### config.mk
export PLATFORM = sky130hd
export DESIGN_NAME = analog_keypad_decoder_repeat_flat
export DESIGN_NICKNAME = d
export VERILOG_FILES = /design/src/rtl/akd_pkg.sv /design/src/rtl/akd_in_if.sv /design/src/rtl/akd_out_if.sv /design/src/rtl/akd_in_stage.sv /design/src/rtl/akd_decode.sv /design/src/rtl/analog_keypad_decoder_repeat.sv /design/src/flat_wrapper.sv
export SDC_FILE = /design/constraint.sdc
export NUM_CORES = 1
export LEC_CHECK = 0
export ABC_CLOCK_PERIOD_IN_PS = 7550
export BUFFER_PORTS_ARGS = -buffer_cell sky130_fd_sc_hd__buf_2
export CAP_MARGIN = 5
export CORE_ASPECT_RATIO = 0.6
export CORE_MARGIN = 2
export CORE_UTILIZATION = 50
export DETAILED_ROUTE_END_ITERATION = 10
export PLACE_DENSITY_LB_ADDON = 0.25
export SYNTH_ARGS = -nofsm -noshare
export SYNTH_HDL_FRONTEND = slang
export SYNTH_HIERARCHICAL = 1
export SYNTH_SLANG_ARGS = --single-unit
### constraint.sdc
create_clock -name i_clk -period 7.55 [get_ports i_clk]
set_input_delay 0.3775 -clock i_clk [delete_from_list [all_inputs] [get_ports i_clk]]
set_output_delay 0.3775 -clock i_clk [all_outputs]
set_load 0.05 [all_outputs]
### src/rtl/akd_pkg.sv
// ----------------------------------------------------------------------------
// akd_pkg: shared types and constants of the analog keypad decoder
// Widths, key and event codes, the ladder thresholds and the classifier.
// ----------------------------------------------------------------------------
package akd_pkg;

    localparam int SAMPLE_BITS = 10;
    localparam int TIMER_BITS  = 16;
    localparam int DELAY_BITS  = 16;
    localparam int CMP_BITS    = (TIMER_BITS > DELAY_BITS) ? TIMER_BITS : DELAY_BITS;
    localparam int CFG_IDX_BITS = 1;
    localparam int LADDER_BITS = 16;

    // Register indexes of the configuration port.
    localparam logic [CFG_IDX_BITS-1:0] CFG_FIRST_DELAY = 1'd0;
    localparam logic [CFG_IDX_BITS-1:0] CFG_NEXT_DELAY  = 1'd1;

    localparam logic [DELAY_BITS-1:0] FIRST_DELAY_RST = DELAY_BITS'(500);
    localparam logic [DELAY_BITS-1:0] NEXT_DELAY_RST  = DELAY_BITS'(150);

    localparam logic [TIMER_BITS-1:0] TIMER_MAX = {TIMER_BITS{1'b1}};

    // Key mask bits.
    localparam logic [2:0] KEY_NONE   = 3'b000;
    localparam logic [2:0] KEY_UP     = 3'b001;
    localparam logic [2:0] KEY_DOWN   = 3'b010;
    localparam logic [2:0] KEY_SELECT = 3'b100;

    // Event codes.
    localparam logic [1:0] EV_NONE   = 2'd0;
    localparam logic [1:0] EV_PRESS  = 2'd1;
    localparam logic [1:0] EV_REPEAT = 2'd2;

    // Ladder thresholds.
    localparam logic [LADDER_BITS-1:0] LAD_FLOOR  = 16'd500;
    localparam logic [LADDER_BITS-1:0] LAD_UP     = 16'd580;
    localparam logic [LADDER_BITS-1:0] LAD_DOWN   = 16'd650;
    localparam logic [LADDER_BITS-1:0] LAD_SEL    = 16'd720;
    localparam logic [LADDER_BITS-1:0] LAD_UD     = 16'd765;
    localparam logic [LADDER_BITS-1:0] LAD_US     = 16'd794;
    localparam logic [LADDER_BITS-1:0] LAD_DS     = 16'd824;
    localparam logic [LADDER_BITS-1:0] LAD_ALL    = 16'd900;

    typedef struct packed {
        logic                   level_high;
        logic [SAMPLE_BITS-1:0] adc_sample;
    } t_item;

    // Maps one settled reading onto a button mask.
    function automatic logic [2:0] classify(input logic [SAMPLE_BITS-1:0] v);
        logic [LADDER_BITS-1:0] w;
        logic [2:0]             k;
        w = LADDER_BITS'(v);
        if (w <= LAD_FLOOR)    k = KEY_NONE;
        else if (w < LAD_UP)   k = KEY_UP;
        else if (w < LAD_DOWN) k = KEY_DOWN;
        else if (w < LAD_SEL)  k = KEY_SELECT;
        else if (w < LAD_UD)   k = KEY_UP | KEY_DOWN;
        else if (w < LAD_US)   k = KEY_UP | KEY_SELECT;
        else if (w < LAD_DS)   k = KEY_DOWN | KEY_SELECT;
        else if (w < LAD_ALL)  k = KEY_UP | KEY_DOWN | KEY_SELECT;
        else                   k = KEY_NONE;
        return k;
    endfunction

endpackage

### src/rtl/akd_in_if.sv
// ----------------------------------------------------------------------------
// akd_in_if: input channel of the keypad decoder
// Valid/ready handshake carrying the comparator bit and the ADC reading.
// ----------------------------------------------------------------------------
interface akd_in_if;
    logic                           valid;
    logic                           ready;
    logic                           level_high;
    logic [akd_pkg::SAMPLE_BITS-1:0] adc_sample;

    modport source (output valid, output level_high, output adc_sample, input ready);
    modport sink   (input valid, input level_high, input adc_sample, output ready);
endinterface

### src/rtl/akd_out_if.sv
// ----------------------------------------------------------------------------
// akd_out_if: result channel of the keypad decoder
// Valid/ready handshake carrying key mask, event code and settled flag.
// ----------------------------------------------------------------------------
interface akd_out_if;
    logic       valid;
    logic       ready;
    logic [2:0] key_mask;
    logic [1:0] key_event;
    logic       settled;

    modport source (output valid, output key_mask, output key_event, output settled,
                    input ready);
    modport sink   (input valid, input key_mask, input key_event, input settled,
                    output ready);
endinterface

### src/rtl/akd_in_stage.sv
// ----------------------------------------------------------------------------
// akd_in_stage: input register of the keypad decoder
// Holds one accepted word until the decode stage takes it.
// ----------------------------------------------------------------------------
module akd_in_stage (
    input  logic            i_clk,
    input  logic            i_rst_n,
    akd_in_if.sink          s_in,
    input  logic            i_take,
    output logic            o_valid,
    output akd_pkg::t_item  o_item
);

    logic           r_valid;
    akd_pkg::t_item r_item;
    logic           accept;

    // The register frees up in the same cycle that its word moves on.
    assign s_in.ready = !r_valid || i_take;
    assign accept     = s_in.valid && s_in.ready;

    always_ff @(posedge i_clk) begin
        if (!i_rst_n) begin
            r_valid <= 1'b0;
        end else if (accept) begin
            r_valid <= 1'b1;
        end else if (i_take) begin
            r_valid <= 1'b0;
        end
    end

    always_ff @(posedge i_clk) begin
        if (accept) begin
            r_item.level_high <= s_in.level_high;
            r_item.adc_sample <= s_in.adc_sample;
        end
    end

    assign o_valid = r_valid;
    assign o_item  = r_item;

endmodule

### src/rtl/akd_decode.sv
// ----------------------------------------------------------------------------
// akd_decode: settle check, ladder decode and auto-repeat timer
// Updates the key state and loads the result register for each word.
// ----------------------------------------------------------------------------
module akd_decode (
    input  logic                               i_clk,
    input  logic                               i_rst_n,
    input  logic                               i_valid,
    input  akd_pkg::t_item                     i_item,
    input  logic [akd_pkg::DELAY_BITS-1:0]     i_first_delay,
    input  logic [akd_pkg::DELAY_BITS-1:0]     i_next_delay,
    output logic                               o_take,
    akd_out_if.source                          m_out
);

    logic [akd_pkg::SAMPLE_BITS-1:0] r_prev;
    logic [2:0]                      r_held;
    logic [akd_pkg::TIMER_BITS-1:0]  r_ticks;
    logic                            r_short;
    logic                            r_out_valid;
    logic [2:0]                      r_mask;
    logic [1:0]                      r_event;
    logic                            r_settled;

    logic [akd_pkg::SAMPLE_BITS-1:0] n_prev;
    logic [2:0]                      n_held;
    logic [akd_pkg::TIMER_BITS-1:0]  n_ticks;
    logic                            n_short;
    logic [2:0]                      n_mask;
    logic [1:0]                      n_event;
    logic                            n_settled;

    logic [akd_pkg::TIMER_BITS-1:0]  ticks_inc;
    logic [akd_pkg::DELAY_BITS-1:0]  delay;
    logic [2:0]                      key;
    logic                            same;

    // A word moves on when the result register is empty or being emptied.
    assign o_take = i_valid && (!r_out_valid || m_out.ready);

    assign ticks_inc = (r_ticks == akd_pkg::TIMER_MAX) ? r_ticks
                                                       : r_ticks + 1'b1;
    assign delay = r_short ? i_next_delay : i_first_delay;
    assign key   = akd_pkg::classify(i_item.adc_sample);
    assign same  = (i_item.adc_sample == r_prev);

    always_comb begin
        n_prev    = r_prev;
        n_held    = r_held;
        n_ticks   = r_ticks;
        n_short   = r_short;
        n_mask    = akd_pkg::KEY_NONE;
        n_event   = akd_pkg::EV_NONE;
        n_settled = 1'b1;
        if (!i_item.level_high) begin
            // Comparator low: the key is released and all state clears.
            n_prev  = '0;
            n_held  = akd_pkg::KEY_NONE;
            n_ticks = '0;
            n_short = 1'b0;
        end else begin
            n_ticks   = ticks_inc;
            n_prev    = i_item.adc_sample;
            n_settled = same;
            if (same && (key != akd_pkg::KEY_NONE)) begin
                n_mask = key;
                if (key != r_held) begin
                    n_event = akd_pkg::EV_PRESS;
                    n_held  = key;
                    n_ticks = '0;
                    n_short = 1'b0;
                end else if (akd_pkg::CMP_BITS'(ticks_inc) >
                             akd_pkg::CMP_BITS'(delay)) begin
                    n_event = akd_pkg::EV_REPEAT;
                    n_ticks = '0;
                    n_short = 1'b1;
                end
            end
        end
    end

    always_ff @(posedge i_clk) begin
        if (!i_rst_n) begin
            r_prev      <= '0;
            r_held      <= akd_pkg::KEY_NONE;
            r_ticks     <= '0;
            r_short     <= 1'b0;
            r_out_valid <= 1'b0;
        end else begin
            if (o_take) begin
                r_prev      <= n_prev;
                r_held      <= n_held;
                r_ticks     <= n_ticks;
                r_short     <= n_short;
                r_out_valid <= 1'b1;
            end else if (m_out.ready) begin
                r_out_valid <= 1'b0;
            end
        end
    end

    always_ff @(posedge i_clk) begin
        if (o_take) begin
            r_mask    <= n_mask;
            r_event   <= n_event;
            r_settled <= n_settled;
        end
    end

    assign m_out.valid     = r_out_valid;
    assign m_out.key_mask  = r_mask;
    assign m_out.key_event = r_event;
    assign m_out.settled   = r_settled;

endmodule

### src/rtl/analog_keypad_decoder_repeat.sv
// ----------------------------------------------------------------------------
// analog_keypad_decoder_repeat: resistor-ladder keypad decoder with repeat
// Decodes a three-button ladder keypad into press and auto-repeat events.
// ----------------------------------------------------------------------------
//
//   Channel  Direction  Handshake       Word
//   s_in     in         valid/ready     level_high, adc_sample
//   m_out    out        valid/ready     key_mask, key_event, settled
//   cfg      in         i_cfg_we only   i_cfg_idx, i_cfg_data
//
// Every word gives exactly one result word. An accepted word is held in
// the input register until the decode stage takes it. The decode stage
// is combinational and loads the result register when it takes a word.
// A new word is accepted in every cycle while results are taken. The rate is
// set by the single decode stage that updates the key state once per word.
// Reset is synchronous and active low. It restores the default delays and
// clears the key state. A stalled result register holds the decode stage,
// which in turn holds the input register.
//
module analog_keypad_decoder_repeat (
    input  logic                                i_clk,
    input  logic                                i_rst_n,
    akd_in_if.sink                              s_in,
    akd_out_if.source                           m_out,
    input  logic                                i_cfg_we,
    input  logic [akd_pkg::CFG_IDX_BITS-1:0]    i_cfg_idx,
    input  logic [akd_pkg::DELAY_BITS-1:0]      i_cfg_data
);

    // Repeat delays. They are to be written only while the decoder is idle, so
    // the decode stage may read them directly; the block does not enforce this.
    logic [akd_pkg::DELAY_BITS-1:0] r_first_delay;
    logic [akd_pkg::DELAY_BITS-1:0] r_next_delay;

    logic           stage_valid;
    akd_pkg::t_item stage_item;
    logic           take;

    always_ff @(posedge i_clk) begin
        if (!i_rst_n) begin
            r_first_delay <= akd_pkg::FIRST_DELAY_RST;
            r_next_delay  <= akd_pkg::NEXT_DELAY_RST;
        end else if (i_cfg_we) begin
            unique case (i_cfg_idx)
                akd_pkg::CFG_FIRST_DELAY: r_first_delay <= i_cfg_data;
                akd_pkg::CFG_NEXT_DELAY:  r_next_delay  <= i_cfg_data;
                default: ;
            endcase
        end
    end

    // The input register decouples the source from the decode stage.
    akd_in_stage u_in_stage (
        .i_clk   (i_clk),
        .i_rst_n (i_rst_n),
        .s_in    (s_in),
        .i_take  (take),
        .o_valid (stage_valid),
        .o_item  (stage_item)
    );

    // The decode stage settles, classifies and times each word and loads
    // the result register.
    akd_decode u_decode (
        .i_clk         (i_clk),
        .i_rst_n       (i_rst_n),
        .i_valid       (stage_valid),
        .i_item        (stage_item),
        .i_first_delay (r_first_delay),
        .i_next_delay  (r_next_delay),
        .o_take        (take),
        .m_out         (m_out)
    );

endmodule

### src/flat_wrapper.sv
// flat-port wrapper written by rule: the top's interface ports become plain ports
module analog_keypad_decoder_repeat_flat 
  (i_clk, i_rst_n, i_cfg_we, i_cfg_idx, i_cfg_data, s_in_valid, s_in_level_high, s_in_adc_sample, s_in_ready, m_out_valid, m_out_key_mask, m_out_key_event, m_out_settled, m_out_ready);
  akd_in_if s_in_i ();
  akd_out_if m_out_i ();
  input  logic i_clk;
  input  logic i_rst_n;
  input  logic i_cfg_we;
  input  logic [akd_pkg::CFG_IDX_BITS-1:0] i_cfg_idx;
  input  logic [akd_pkg::DELAY_BITS-1:0] i_cfg_data;
  input wire logic [$bits(s_in_i.valid)-1:0] s_in_valid;
  input wire logic [$bits(s_in_i.level_high)-1:0] s_in_level_high;
  input wire logic [$bits(s_in_i.adc_sample)-1:0] s_in_adc_sample;
  output wire logic [$bits(s_in_i.ready)-1:0] s_in_ready;
  output wire logic [$bits(m_out_i.valid)-1:0] m_out_valid;
  output wire logic [$bits(m_out_i.key_mask)-1:0] m_out_key_mask;
  output wire logic [$bits(m_out_i.key_event)-1:0] m_out_key_event;
  output wire logic [$bits(m_out_i.settled)-1:0] m_out_settled;
  input wire logic [$bits(m_out_i.ready)-1:0] m_out_ready;
  assign s_in_i.valid = s_in_valid;
  assign s_in_i.level_high = s_in_level_high;
  assign s_in_i.adc_sample = s_in_adc_sample;
  assign s_in_ready = s_in_i.ready;
  assign m_out_valid = m_out_i.valid;
  assign m_out_key_mask = m_out_i.key_mask;
  assign m_out_key_event = m_out_i.key_event;
  assign m_out_settled = m_out_i.settled;
  assign m_out_i.ready = m_out_ready;
  analog_keypad_decoder_repeat u_core (.i_clk(i_clk), .i_rst_n(i_rst_n), .s_in(s_in_i), .m_out(m_out_i), .i_cfg_we(i_cfg_we), .i_cfg_idx(i_cfg_idx), .i_cfg_data(i_cfg_data));
endmodule
* Word level (Yosys, flattened, before mapping)
Index checks and enable logic that the tools add are counted.
** Storage, ports and cells
- Flip-flop bits (word level) :: 81
- Word-level logic and storage cells :: 77
** Cells by class
- $add $sub $neg :: 1
- Order comparisons :: 9
- Equality and inequality tests :: 6
- Muxes and demuxes :: 28
- Bitwise operators :: 3
- Reduce and logical (&&, ||, !) cells :: 16
** Operators by type and width (number)
- 16-bit two-way mux :: 6
- 10-bit < comparator, second input constant :: 7
- 3-bit two-way mux :: 11
- 16-bit by 1-bit adder with 16-bit output, second input constant :: 1
- 16-bit equality test, second input constant :: 1
- 16-bit greater-than comparator :: 1
- 10-bit equality test :: 1
- 10-bit by 9-bit less-or-equal comparator with 1-bit output, second input constant :: 1
- 10-bit two-way mux :: 1
- 1-bit two-way mux :: 9
- 2-bit AND reduction :: 3
- 3-bit AND reduction :: 2
- 2-bit inequality test, second input constant :: 2
- 2-bit nonzero test :: 2
- 1-bit logical AND :: 3
- 3-bit inequality test :: 1
- 3-bit inequality test, second input constant :: 1
- 1-bit inverter :: 3
- 3-bit nonzero test :: 1
- 3-bit OR reduction :: 1
- 1-bit logical NOT :: 2
- 1-bit logical OR :: 2
- 2-bit two-way mux :: 1

* Longest topological paths before layout
- Word-level depth :: 13
- Mapped depth :: 16
- Gate-level depth less buffers :: 15

* Cells and area by module
Netlist, hierarchy kept.
** By module, submodules not included
- akd_decode :: times used 1, cells each 341, area each 2857.7 µm²
- analog_keypad_decoder_repeat :: times used 1, cells each 133, area each 1257.5 µm²
- akd_in_stage :: times used 1, cells each 16, area each 387.9 µm²

* Worst setup path after synthesis
No wires, ideal clock.
- Path kind :: register -> register
- Start point :: reg u_core/u_decode/r_ticks[0] (netlist bit)
- End point :: reg u_core/u_decode/r_ticks[5] (netlist bit)
- Setup time :: 69 ps
- Arrival :: 3272 ps
- Required time :: 7481 ps
- Slack :: 4209 ps
- Stages on the path, launching flop included :: 17
- Path buffers :: 2
- Cells stage by stage :: dfxtp_1 ha_1 and3_1 nand3_1 nor2_1 clkbuf_1 nor4b_1 xor2_1 ha_1 a41o_1 a21oi_1 nor2b_1 a311o_1 nand2_1 clkbuf_1 nand3_1 o21ai_1
** On the way
- Longest elaborated chain between the ends :: 7
** Ends and longest elaborated chain
- start, declared :: RTL line akd_decode.sv:18 : logic [akd_pkg::TIMER_BITS-1:0] r_ticks;
- start signal, assigned :: RTL line akd_decode.sv:93 : r_ticks <= n_ticks;
- 16-bit by 1-bit adder with 16-bit output or 16-bit equality test (tied branches) :: RTL line akd_decode.sv:42, akd_decode.sv:41
- 16-bit two-way mux (*) :: RTL line akd_decode.sv:41 : assign ticks_inc = (r_ticks == akd_pkg::TIMER_MAX) ? r_ticks
- 16-bit greater-than comparator :: RTL line akd_decode.sv:72 : end else if (akd_pkg::CMP_BITS'(ticks_inc) >
- 16-bit two-way mux :: RTL line akd_decode.sv:72
- 16-bit two-way mux :: RTL line akd_decode.sv:67 : if (key != r_held) begin
- 16-bit two-way mux (*) :: RTL line akd_decode.sv:65 : if (same && (key != akd_pkg::KEY_NONE)) begin
- 16-bit two-way mux (*) :: RTL line akd_decode.sv:55 : if (!i_item.level_high) begin
Every way passes the cells marked *; elsewhere a longest branch is shown, timed or not.
A chain may end at the register's enable or synchronous reset.

* Final worst setup path
- Start point :: reg u_core/u_decode/r_ticks[4] (netlist bit)
- End point :: reg u_core/u_decode/r_ticks[4] (netlist bit)
Same word-level chain as after synthesis.

==> out/qor.csv <==
metric,value,unit
regToRegSetupSlack,3.05,ns
clock_latency,0.35,ns
power_density,205,nW/um^2
synth-main-ff-cell,dfxtp_1,
drc,0,
cp_max_fo,13,
first_iter_violations,319,
p_switching,0.276,mW
port_buffers,40,
cts_resized,0,
worst_hold_startpoint,s_in_adc_sample[1],
timing.rr.end,u_core/u_decode/r_ticks[4],
finalCriticalPeriod,4.50,ns
fillerInstances,750,
initial_core_util,52.2,%
syn-num-nets,540,
worst_pin_slew,0.975,ns
leakagePower,1.99,nW
grt_usage,22.7,%
ant_nets,0,
fp-row-count,26,
grt_max_degree,54,
synth_area_per_cell,9.19,um^2
fin_crit_sh,59.7,%
overflow,0,
grt_use_met2,32.4,%
first_pass_iters,5,
clk_pin_slew,0.06,ns
syn-instance-count,490,
clock_power_share,42.6,%
post-dp-hpwl,7800,um
swShare,26.8,%
wl_per_cell,16.9,um
path_class,reg2reg,
r2r_start,u_core/u_decode/r_ticks[4],
seq_area_frac_synth,39.8,%
routed_wl,10600,um
htree_levels,3,
cts_hold_buffers,0,
hp-class,in2reg,
antenna_found_initial,0,
core,8620,um^2
hold_path_end,u_core/u_in_stage/o_item[1],
grt_pass1_wl,17800,um
ys_warn_count,6,
setup_tns,0,ns
slew_headroom,34.9,%
grtUsageMet1,33.2,%
ys_types,72,
root_buffer,clkbuf_16,
max_freq,222,MHz
fin_skew,0.00737,ns
numCtsBuffers,9,
crit_start,u_core/u_decode/r_ticks[4],
power,1.03,mW
required,7.76,ns
busiest_layer,met1,
status,completed,
area_delta_synth_final,11.4,%
cts_tree,built,
multi_input_area,2490,um^2
synth_top_area_cell,dfxtp_1,
p_int,0.751,mW
finalHoldViolCount,0,
num_vias,3789,
end_kind,flop,
drive_above_1_share,14.8,%
p_comb_share,10.6,%
peakVddDrop,0.154,mV
synth_seq_cells,81,
routed_via_density,6.00,
final_common_cell,dfxtp_1,
setup_viol_count_final,0,
gp_congestion,0.915,
seqCellArea,1790,um^2
grtUsageMet3,6.21,%
maxCapViolCount,0,
power_frac_seq,46.8,%
die_area,9810,um^2
final_cell_mix,"dfxtp_1, nand2_1, buf_2",
async_flop_share,0,%
chipHeight,77.5,um
holdWs,0.204,ns
yosys-top-cells-area,"dfxtp_1, edfxtp_1, mux2i_1, nand2_1, ha_1",
cts_setup_buffers,0,
slew_violations,0,
rr_worst_depth,14,
synth_edf_count,17,
synth_top_area_share,28.5,%
rsz0062_at_grt,no,
crit_arrival,4.72,ns
cts_max_path_buffers,2,
whs_path_depth,1,
die_w,127,um
grt_pass1_vias,3530,
syn_area,4500,um^2
nets,564,
startpoint_type,flop,
ioPinCount,41,
clock-sinks,81,
insertedDiodeCount,0,
## worst max-delay path by stage
stage / end / depth (start not counted)
final: u_core/u_decode/r_ticks[4] / 14
after global routing: u_core/u_decode/r_ticks[0] / 14
after CTS: u_core/u_decode/r_ticks[4] / 14
after detailed placement: u_core/u_decode/r_ticks[4] / 14
after global placement: u_core/u_decode/r_ticks[0] / 13
after floorplan: u_core/u_decode/r_ticks[5] / 16
## kinds of logic after synthesis
logic type                 Yosys count  synth area share, %
muxes                               36                 8.06
DFF                                 81                 39.8
xor gates and xnor gates            25                 4.86
AOI/OAI and AO/OA                  108                 17.3
buffers and inverters               49                 5.00
and+or+nand+nor                    174                 20.3
adders and majority gates           17                 4.72
## registers in the layout, indices dropped and copies added (netlist names), 2 cells and up
register	cells
u_core/r_next_delay	16
u_core/u_decode/m_out.key_mask	3
u_core/u_decode/r_held	3
u_core/u_decode/r_ticks	16
u_core/u_decode/m_out.key_event	2
u_core/u_decode/r_prev	10
u_core/r_first_delay	16
u_core/u_in_stage/o_item	11
## metrics by stage
| stage | cells | utilization (%) | setup WS [ns] | area [um^2] |
|---|---|---|---|---|
| after floorplan | 490 | - | 4.21 | 4500 |
| after CTS | 631 | 58.2 | 3.21 | 5020 |
| after detailed placement | 615 | 54.7 | 3.22 | 4710 |
| final | 631 | 58.2 | 3.05 | 5020 |
| after global routing | 631 | 58.2 | 2.70 | 5020 |
| after global placement | 615 | 54.7 | 3.46 | 4710 |
## cell type report
class | instances | share of cell area, %
clock buffer | 10 | 4.99
clock inverter | 6 | 1.10
inverter | 19 | 1.42
multi-input combinational | 360 | 49.6
sequential | 81 | 35.7
tap | 112 | 2.79
timing repair buffer | 43 | 4.44
## per-layer routing
layer	share of wire, %	vias to the layer above
met1	50	1778
li1	-	1855
met2	40	139
met3	7.7	17
met4	1.5	0
met5	0	-
## worst max-delay path, cell delays in order, from the launching register on
cell and delay (ns):
dfxtp_1 0.43, and4_1 0.34, nand3_1 0.21, nor2_1 0.70, nand4b_1 0.29, nor2_1 0.09, xor2_1 0.15, ha_1 0.33
nand4_1 0.10, nor2_1 0.04, a32oi_1 0.27, nor4b_1 0.46, nand2_1 0.46, nor2_1 0.39, a2111oi_1 0.10
## power groups by stage
| stage | combinational, mW | sequential, mW | clock [mW] |
|---|---|---|---|
| 2_1_floorplan | 0.0813 | 0.484 | 0 |
| 3_3_place_gp | 0.105 | 0.488 | 0 |
| 3_5_place_dp | 0.107 | 0.489 | 0 |
| 4_1_cts | 0.108 | 0.480 | 0.446 |
| 5_1_grt | 0.120 | 0.483 | 0.467 |
| 6_report | 0.109 | 0.481 | 0.438 |
## cells in the mapped netlist (all sizes together), types with 5 or more instances
| cell type | instances |
|---|---|
| dfxtp | 64 |
| nand2 | 57 |
| nand3 | 38 |
| mux2i | 34 |
| nor2 | 21 |
| o21ai | 21 |
| a21oi | 20 |
| inv | 18 |
| edfxtp | 17 |
| ha | 17 |
| xor2 | 17 |
| clkbuf | 16 |
| buf | 14 |
| o211ai | 12 |
| nor3 | 10 |
| a22oi | 8 |
| nand4 | 8 |
| xnor2 | 8 |
| and3 | 7 |
| nand3b | 6 |
| a32oi | 5 |
| nor2b | 5 |
Power figures use the tool's default switching activity.
